===== src/hdl/node_id_registry_allocator_macros.svh =====
// Assertion macros shared by the node ID registry allocator RTL.
`ifndef NODE_ID_REGISTRY_ALLOCATOR_MACROS_SVH
`define NODE_ID_REGISTRY_ALLOCATOR_MACROS_SVH

`ifndef NO_ASSERTIONS

// Same-cycle implication, sampled on clk_i, off while rst_ni is low.
`define NIDR_ASSERT_IMP(label, ante, cons) \
  label: assert property (@(posedge clk_i) disable iff (!rst_ni) (ante) |-> (cons)) \
    else $error("nidr: same-cycle check failed");

// Next-cycle implication, sampled on clk_i, off while rst_ni is low.
`define NIDR_ASSERT_NXT(label, ante, cons) \
  label: assert property (@(posedge clk_i) disable iff (!rst_ni) (ante) |=> (cons)) \
    else $error("nidr: next-cycle check failed");

`else

`define NIDR_ASSERT_IMP(label, ante, cons)
`define NIDR_ASSERT_NXT(label, ante, cons)

`endif

`endif


===== src/hdl/nidr_pkg.sv =====
// Types and constants of the node ID registry allocator.
`timescale 1ns / 1ps
`default_nettype none

package nidr_pkg;

  localparam int STORE_DEPTH = 32;
  localparam int SLOT_W      = 5;
  localparam int CNT_W       = 6;
  localparam int ID_W        = 8;
  localparam int UID_W       = 32;
  localparam int TICK_W      = 32;
  localparam int ADDR_W      = 3;
  localparam int DATA_W      = 32;

  // register index, taken from paddr[2]
  localparam logic REG_FIRST_ID   = 1'b0;
  localparam logic REG_UNASSIGNED = 1'b1;

  localparam logic [ID_W-1:0] FIRST_ID_RST   = 8'd1;
  localparam logic [ID_W-1:0] UNASSIGNED_RST = 8'd255;

  typedef enum logic [1:0] {
    ST_HIT  = 2'd0,
    ST_NEW  = 2'd1,
    ST_FULL = 2'd2
  } nidr_status_e;

  typedef enum logic {
    S_IDLE = 1'b0,
    S_SCAN = 1'b1
  } nidr_state_e;

endpackage

`default_nettype wire


===== src/hdl/node_id_registry_allocator.sv =====
// Node ID registry allocator: UID lookup and ID assignment over an entry memory.
// Start is taken only while idle; the scan reads one slot per cycle into a read
// register and compares it with the latched UID. A match gives a hit; a scan of
// every filled slot with no match gives a new ID, or full. One word at a time.
// Results cannot be stalled. Reset clears the entry count, loads the next ID from
// the first-ID register default; memory contents are left as is.
`timescale 1ns / 1ps
`default_nettype none

`include "node_id_registry_allocator_macros.svh"

module node_id_registry_allocator
  import nidr_pkg::*;
#(
  parameter int MAX_ENTRIES = 32
) (
  input  wire logic                clk_i,
  input  wire logic                rst_ni,
  // request word
  input  wire logic                start,
  output logic                     busy,
  input  wire logic [UID_W-1:0]    uid_i,
  input  wire logic [TICK_W-1:0]   now_tick_i,
  // result word, valid for one cycle with done_o
  output logic                     done_o,
  output logic [ID_W-1:0]          node_id_o,
  output logic [1:0]               status_o,
  output logic [SLOT_W-1:0]        slot_o,
  // configuration port
  input  wire logic                psel,
  input  wire logic                penable,
  input  wire logic                pwrite,
  input  wire logic [ADDR_W-1:0]   paddr,
  input  wire logic [DATA_W-1:0]   pwdata,
  output logic [DATA_W-1:0]        prdata,
  output logic                     pready
);

  // Usable capacity: never more than the memory depth.
  localparam logic [CNT_W-1:0] CAP =
    CNT_W'((MAX_ENTRIES > STORE_DEPTH) ? STORE_DEPTH : MAX_ENTRIES);

  localparam int ENT_W = ID_W + UID_W;

  // --------------------------------------------------------------------------
  // Configuration registers
  // --------------------------------------------------------------------------
  logic [ID_W-1:0] first_id_q, first_id_d;
  logic [ID_W-1:0] unassigned_q, unassigned_d;
  logic            cfg_wr;

  assign pready = 1'b1;
  assign cfg_wr = psel & penable & pwrite & pready;

  always_comb begin
    first_id_d   = first_id_q;
    unassigned_d = unassigned_q;
    if (cfg_wr) begin
      case (paddr[2])
        REG_FIRST_ID:   first_id_d   = pwdata[ID_W-1:0];
        REG_UNASSIGNED: unassigned_d = pwdata[ID_W-1:0];
        default: ;
      endcase
    end
  end

  always_comb begin
    case (paddr[2])
      REG_FIRST_ID:   prdata = {{(DATA_W-ID_W){1'b0}}, first_id_q};
      REG_UNASSIGNED: prdata = {{(DATA_W-ID_W){1'b0}}, unassigned_q};
      default:        prdata = '0;
    endcase
  end

  // --------------------------------------------------------------------------
  // Control state
  // --------------------------------------------------------------------------
  nidr_state_e       state_q, state_d;
  logic [CNT_W-1:0]  count_q, count_d;      // filled entries
  logic [ID_W-1:0]   next_id_q, next_id_d;
  logic [CNT_W-1:0]  idx_q, idx_d;          // next slot to read
  logic              cmp_vld_q, cmp_vld_d;  // read data is valid this cycle
  logic [SLOT_W-1:0] cmp_slot_q, cmp_slot_d;

  // latched request word
  logic [UID_W-1:0]  uid_q;
  logic [TICK_W-1:0] tick_q;

  // result register
  logic              done_q, done_d;
  logic [ID_W-1:0]   res_id_q, res_id_d;
  nidr_status_e      res_st_q, res_st_d;
  logic [SLOT_W-1:0] res_slot_q, res_slot_d;

  // memories: entry = {node id, uid}; last-seen ticks kept apart
  logic [ENT_W-1:0]  ent_mem  [STORE_DEPTH];
  logic [TICK_W-1:0] seen_mem [STORE_DEPTH];
  logic [ENT_W-1:0]  rd_q;

  logic accept, in_range, issue, hit, miss, full, alloc;

  assign busy     = (state_q != S_IDLE);
  assign accept   = start & ~busy;
  assign in_range = (idx_q < count_q);
  assign issue    = (state_q == S_SCAN) & in_range;
  assign hit      = (state_q == S_SCAN) & cmp_vld_q & (rd_q[UID_W-1:0] == uid_q);
  // scan is over once every filled slot has been compared without a match
  assign miss     = (state_q == S_SCAN) & ~hit & ~in_range;
  assign full     = (count_q >= CAP) | (next_id_q == unassigned_q);
  assign alloc    = miss & ~full;

  // next state
  always_comb begin
    state_d = state_q;
    case (state_q)
      S_IDLE: if (accept) state_d = S_SCAN;
      S_SCAN: if (hit | miss) state_d = S_IDLE;
      default: state_d = S_IDLE;
    endcase
  end

  // datapath control and result
  always_comb begin
    idx_d      = idx_q;
    cmp_vld_d  = issue;
    cmp_slot_d = idx_q[SLOT_W-1:0];
    count_d    = count_q;
    next_id_d  = next_id_q;
    done_d     = 1'b0;
    res_id_d   = res_id_q;
    res_st_d   = res_st_q;
    res_slot_d = res_slot_q;

    if (accept) begin
      idx_d = '0;
    end else if (issue) begin
      idx_d = idx_q + 1'b1;
    end

    if (hit) begin
      done_d     = 1'b1;
      res_id_d   = rd_q[ENT_W-1:UID_W];
      res_st_d   = ST_HIT;
      res_slot_d = cmp_slot_q;
    end else if (alloc) begin
      done_d     = 1'b1;
      res_id_d   = next_id_q;
      res_st_d   = ST_NEW;
      res_slot_d = count_q[SLOT_W-1:0];
      count_d    = count_q + 1'b1;
      next_id_d  = next_id_q + 1'b1;
    end else if (miss) begin
      done_d     = 1'b1;
      res_id_d   = unassigned_q;
      res_st_d   = ST_FULL;
      res_slot_d = '0;
    end

    // first-ID write reloads the counter only on an empty registry
    if (cfg_wr && (paddr[2] == REG_FIRST_ID) && (count_q == '0)) begin
      next_id_d = pwdata[ID_W-1:0];
    end
  end

  always_ff @(posedge clk_i or negedge rst_ni) begin
    if (!rst_ni) begin
      state_q      <= S_IDLE;
      count_q      <= '0;
      next_id_q    <= FIRST_ID_RST;
      first_id_q   <= FIRST_ID_RST;
      unassigned_q <= UNASSIGNED_RST;
      idx_q        <= '0;
      cmp_vld_q    <= 1'b0;
      done_q       <= 1'b0;
    end else begin
      state_q      <= state_d;
      count_q      <= count_d;
      next_id_q    <= next_id_d;
      first_id_q   <= first_id_d;
      unassigned_q <= unassigned_d;
      idx_q        <= idx_d;
      cmp_vld_q    <= cmp_vld_d;
      done_q       <= done_d;
    end
  end

  // payload registers, no reset
  always_ff @(posedge clk_i) begin
    cmp_slot_q <= cmp_slot_d;
    res_id_q   <= res_id_d;
    res_st_q   <= res_st_d;
    res_slot_q <= res_slot_d;
    if (accept) begin
      uid_q  <= uid_i;
      tick_q <= now_tick_i;
    end
  end

  // entry memory: one read port for the scan, one write port for appends
  always_ff @(posedge clk_i) begin
    if (issue) begin
      rd_q <= ent_mem[idx_q[SLOT_W-1:0]];
    end
    if (alloc) begin
      ent_mem[count_q[SLOT_W-1:0]] <= {next_id_q, uid_q};
    end
  end

  // last-seen memory: written on append and refreshed on hit
  always_ff @(posedge clk_i) begin
    if (hit) begin
      seen_mem[cmp_slot_q] <= tick_q;
    end else if (alloc) begin
      seen_mem[count_q[SLOT_W-1:0]] <= tick_q;
    end
  end

  assign done_o    = done_q;
  assign node_id_o = res_id_q;
  assign status_o  = res_st_q;
  assign slot_o    = res_slot_q;

  // --------------------------------------------------------------------------
  // Assertions
  // --------------------------------------------------------------------------
  `NIDR_ASSERT_IMP(a_count_cap, 1'b1, count_q <= CAP)
  `NIDR_ASSERT_IMP(a_done_idle, done_o, !busy)
  `NIDR_ASSERT_NXT(a_accept_busy, accept, busy)
  `NIDR_ASSERT_IMP(a_scan_bound, busy, idx_q <= count_q)
  `NIDR_ASSERT_NXT(a_new_counts, alloc, count_q == $past(count_q) + 1'b1)

endmodule

`default_nettype wire

===== config.mk =====
export PLATFORM = sky130hd
export DESIGN_NAME = node_id_registry_allocator
export DESIGN_NICKNAME = d
export VERILOG_FILES = /design/src/hdl/nidr_pkg.sv /design/src/hdl/node_id_registry_allocator.sv
export VERILOG_INCLUDE_DIRS = /design/src /design/src/hdl
export SDC_FILE = /design/constraint.sdc
export NUM_CORES = 2
export LEC_CHECK = 0
export BUFFER_PORTS_ARGS = -buffer_cell sky130_fd_sc_hd__buf_2
export CAP_MARGIN = 20
export CORE_ASPECT_RATIO = 0.9
export CORE_MARGIN = 2
export CORE_UTILIZATION = 55
export DETAILED_ROUTE_END_ITERATION = 10
export PLACE_DENSITY = 0.72
export SYNTH_ARGS = -nofsm -noshare
export SYNTH_HDL_FRONTEND = slang
export SYNTH_SLANG_ARGS = --single-unit

===== constraint.sdc =====
create_clock -name clk_i -period 5 [get_ports clk_i]
set_clock_uncertainty 0.15 [all_clocks]
set_input_delay 0.25 -clock clk_i [delete_from_list [all_inputs] [get_ports clk_i]]
set_output_delay 0.25 -clock clk_i [all_outputs]
set_load 0.005 [all_outputs]

==> metrics.md <==
| Metric | Value |
|---|---|
| Height of the die | `a little over 300 um` |
| Area growth, synth to finish | `14.00%` |
| DP Wirelength | `65470 um` |
| Num CTS Buffers | `137` |
| Pwr/cell area | `529.6 mW/mm^2` |
| Worst hold slack | `0.07680 ns` |
| Die Wd | `335.1 um` |
| Tcrit/Tclk final | `91.90%` |
| CTS tree | `built` |
| Nets@finish | `2641` |
| Max Root-Sink Buffers | `3` |
| FP Rows | `between 100 and 150` |
| Switching share of power | `around 28%` |
| CTS H-Tree Depth | `4` |
| Sequential power share | `45.4%` |
| Starting Density | `a little under three fifths` |
| Worst Tran Pin Value | `1.152 ns` |
| Cell variety after synth | `45` |
| Arrival time at the worst endpoint | `4.82 ns` |
| ANT nets after route | `0` |
| Antenna violations before repair | `1` |
| Via count | `approximately 25000` |
| Finished Layout Cells | `3911` |
| Setup CP Type | `flop to flop` |
| Net Sw Power | `9.024 mW` |
| Starting DRT DRC Count | `3410` |
| Max Slew Vio Count | `0` |
| Post-synth ARST share | `2.764%` |
| CP max-delay cell | `edfxtp_1` |
| Synth top area share | `75.51%` |
| Relative slew slack | `approximately 23%` |
| Crit-path max cell delay | `1.02 ns` |
| Skew-Pair Late Insertion Delay | `0.74 ns` |
| Setup-failing EPs final | `0` |
| Core area | `0.09806 sq mm` |
| RSZ-0062 raised after global routing | `no` |
| Clock power frac | `30.5%` |
| Leak pwr | `19.18 nW` |
| Die area | `between 0.1 and 0.15 sq mm` |
| DRT Pass-1 Iters | `5` |
| TritonCTS Sinks | `between 1000 and 1500` |
| FMAX | `0.2176 GHz` |
| CP Cell Sequence | `xnor2_1, nand4_1, nor4_1, nand3_1, buf_4, nand3_1, buf_12, nor2_4, buf_4` |
| WL final | `124100 um` |
| Drt wl/cell | `31.73 um` |
| Fin util | `63.11%` |
| Synth Register Bits | `1411` |
| # port buffers | `71` |
| Syn_area_per_cell | `23.80 sq um` |
| Number of global-route vias before repair | `between 20000 and 30000` |
| CP startpoint kind | `flop` |
| Final min period | `roughly 4.6 ns` |
| Maxcap violations | `0` |
| Peak VDD IR | `0.4571 mV` |
| Synth warnings | `0` |
| Post-route worst setup slack | `0.4050 ns` |
| Tot GR Track Use | `25.18%` |
| I/O pins | `155` |
| Hold Fails Final Rpt | `0` |
| Main synth FF type | `edfxtp_1` |
| Yosys top cell by area | `edfxtp_1` |
| Synth area leaders | `edfxtp_1, mux4_2, mux2_2, dfrtp_1, xnor2_1` |
| Pint | `23.75 mW` |
| Worst hold path class | `input pin to flop` |
| Status | `completed` |
| Drt drc | `0` |
| Root Buffer | `clkbuf_16` |
| Placed insts | `3613` |
| Mapped Area | `0.05428 sq mm` |
| Fraction of layout cells with a size suffix above 1 | `34.16%` |
| CTS clk-pin slew, worst paths | `~0.060 ns` |
| Ant. Diodes | `0` |
| Setup TNS | `0 ns` |
| GPL Wtd Cong | `0.8308` |
| DR vias/cell | `about 6.5` |
| Gate Count Post-Synth | `2281` |
| Worst path required time | `5.22 ns` |
| Fillers | `6297` |
| Largest net degree at the start of global routing | `167` |
| Gate power share | `24.1%` |
| Seq/Total Area, Yosys | `77.59%` |
| Number of flops mapped to enable cells by yosys | `1365` |
| Post-CTS Resized | `0` |
| Crit path max fanout | `33` |
| Pre-CTS WS | `a little over 0.4 ns` |
| Total grt overflow | `0` |
| First-pass GRT wire length | `180600 um` |
| Crit end category | `flop` |
final timing paths:
| check | from | to | slack [ns] | depth (start not counted) |
|---|---|---|---|---|
| max in group asynchronous | rst_ni | unassigned_q[2] | 3.84 | 4 |
| worst min register to register | status_o[0] | status_o[0] | 0.33 | 2 |
| worst max-delay path | uid_q[7] | ent_mem[25][10] | 0.41 | 9 |
| worst max register to register | uid_q[7] | ent_mem[25][10] | 0.41 | 9 |
| min in group asynchronous | rst_ni | count_q[2] | 0.33 | 3 |
| worst min-delay path | uid_i[14] | uid_q[14] | 0.08 | 2 |
registers in the layout (all words and copies together), names as in the netlist:
register and count:
ent_mem 1280, rd_q 40, uid_q 32, first_id_q 8, next_id_q 8, node_id_o 8
unassigned_q 8, count_q 6, idx_q 6, cmp_slot_q 5, slot_o 5, status_o 2
busy 1, cmp_vld_q 1, done_o 1
worst max-delay path, delay by kind of cell, from the launching register on:
kind	cells	cell delay, ns
buffers and inverters	3	1.11
flip-flops	1	1.02
AND/OR/NAND/NOR	5	1.57
XOR/XNOR	1	0.36
cells by family (layout without fill, tap and decap cells):
logic type                 count (synthesis)  count (layout)  share of synthesized area (%)
AOI/OAI and AO/OA                         35              35                         0.4264
xor gates and xnor gates                  46              46                         0.7422
adders and majority gates                 11              11                         0.2536
buffers and inverters                    149             480                          1.365
DFF                                     1411            1411                          77.59
muxes                                    481             481                          18.27
other                                      2              25                        0.01384
and+or+nand+nor                          146             146                          1.332
layout by cell type (no fill, tap or decap), drive strengths merged, types with 17 or more instances in the layout:
cell type,instances
edfxtp,1365
mux4,400
buf,177
clkbuf,170
mux2,80
clkinv,60
nor2,49
dlygate4sd3,43
xnor2,40
nand3,30
dfrtp,29
conb,25
nand4,21
nand2,17
per-layer routing:
layer	vias to the layer above	wire [um]	GRT usage [%]
li1	10180	-	-
met1	13520	50290	37.50
met2	1389	59200	38.53
met3	178	12290	5.468
met4	2	2321	6.929
met5	-	7	0
what timing repair did:
action / in CTS / in global routing
buffers inserted: 0 / 0
hold buffers: 42 / 1
endpoints found under the hold margin: 100 / 2
stage by stage:
step / power [mW] / cell area [sq um]
6_report: 32.77 / 61880
4_1_cts: 32.98 / 61740
3_3_place_gp: 22.76 / 56890
5_1_grt: 33.98 / 61880
3_5_place_dp: 23.01 / 56970
2_1_floorplan: 20.54 / 54370
synthesized netlist by cell type (6+ instances only):
master / n
edfxtp_1: 1365
mux4_2: 400
mux2_2: 80
clkbuf_1: 60
nor2_1: 49
xnor2_1: 40
buf_2: 37
dfrtp_1: 29
nand3_1: 29
buf_4: 28
nand4_1: 21
nand2_1: 17
ha_1: 11
inv_1: 11
dfstp_2: 10
a21oi_1: 9
buf_1: 9
o21ai_0: 8
dfxtp_1: 7
a31oi_1: 6
nor3_1: 6
xor2_1: 6
cell type report:
type | instances | area (sq um) | area share [%]
Clock buffer | 170 | 3625 | 5.858
Clock inverter | 79 | 725.7 | 1.173
Tap cell | 1276 | 1597 | 2.580
Sequential cell | 1411 | 42130 | 68.09
Inverter | 11 | 41.29 | 0.06672
Timing Repair Buffer | 220 | 2002 | 3.235
Multi-Input combinational cell | 744 | 11760 | 19.00
power groups by stage:
stage / Sequential, mW / Combinational [mW] / Clock [mW]
finish: 14.9 / 7.91 / 9.99
global route: 14.9 / 8.44 / 10.6
floorplan: 15.3 / 5.27 / 0
global placement: 15.1 / 7.67 / 0
CTS: 14.9 / 7.97 / 10.1
detailed placement: 15.1 / 7.88 / 0
No activity file was read; power rests on OpenSTA's default activity.
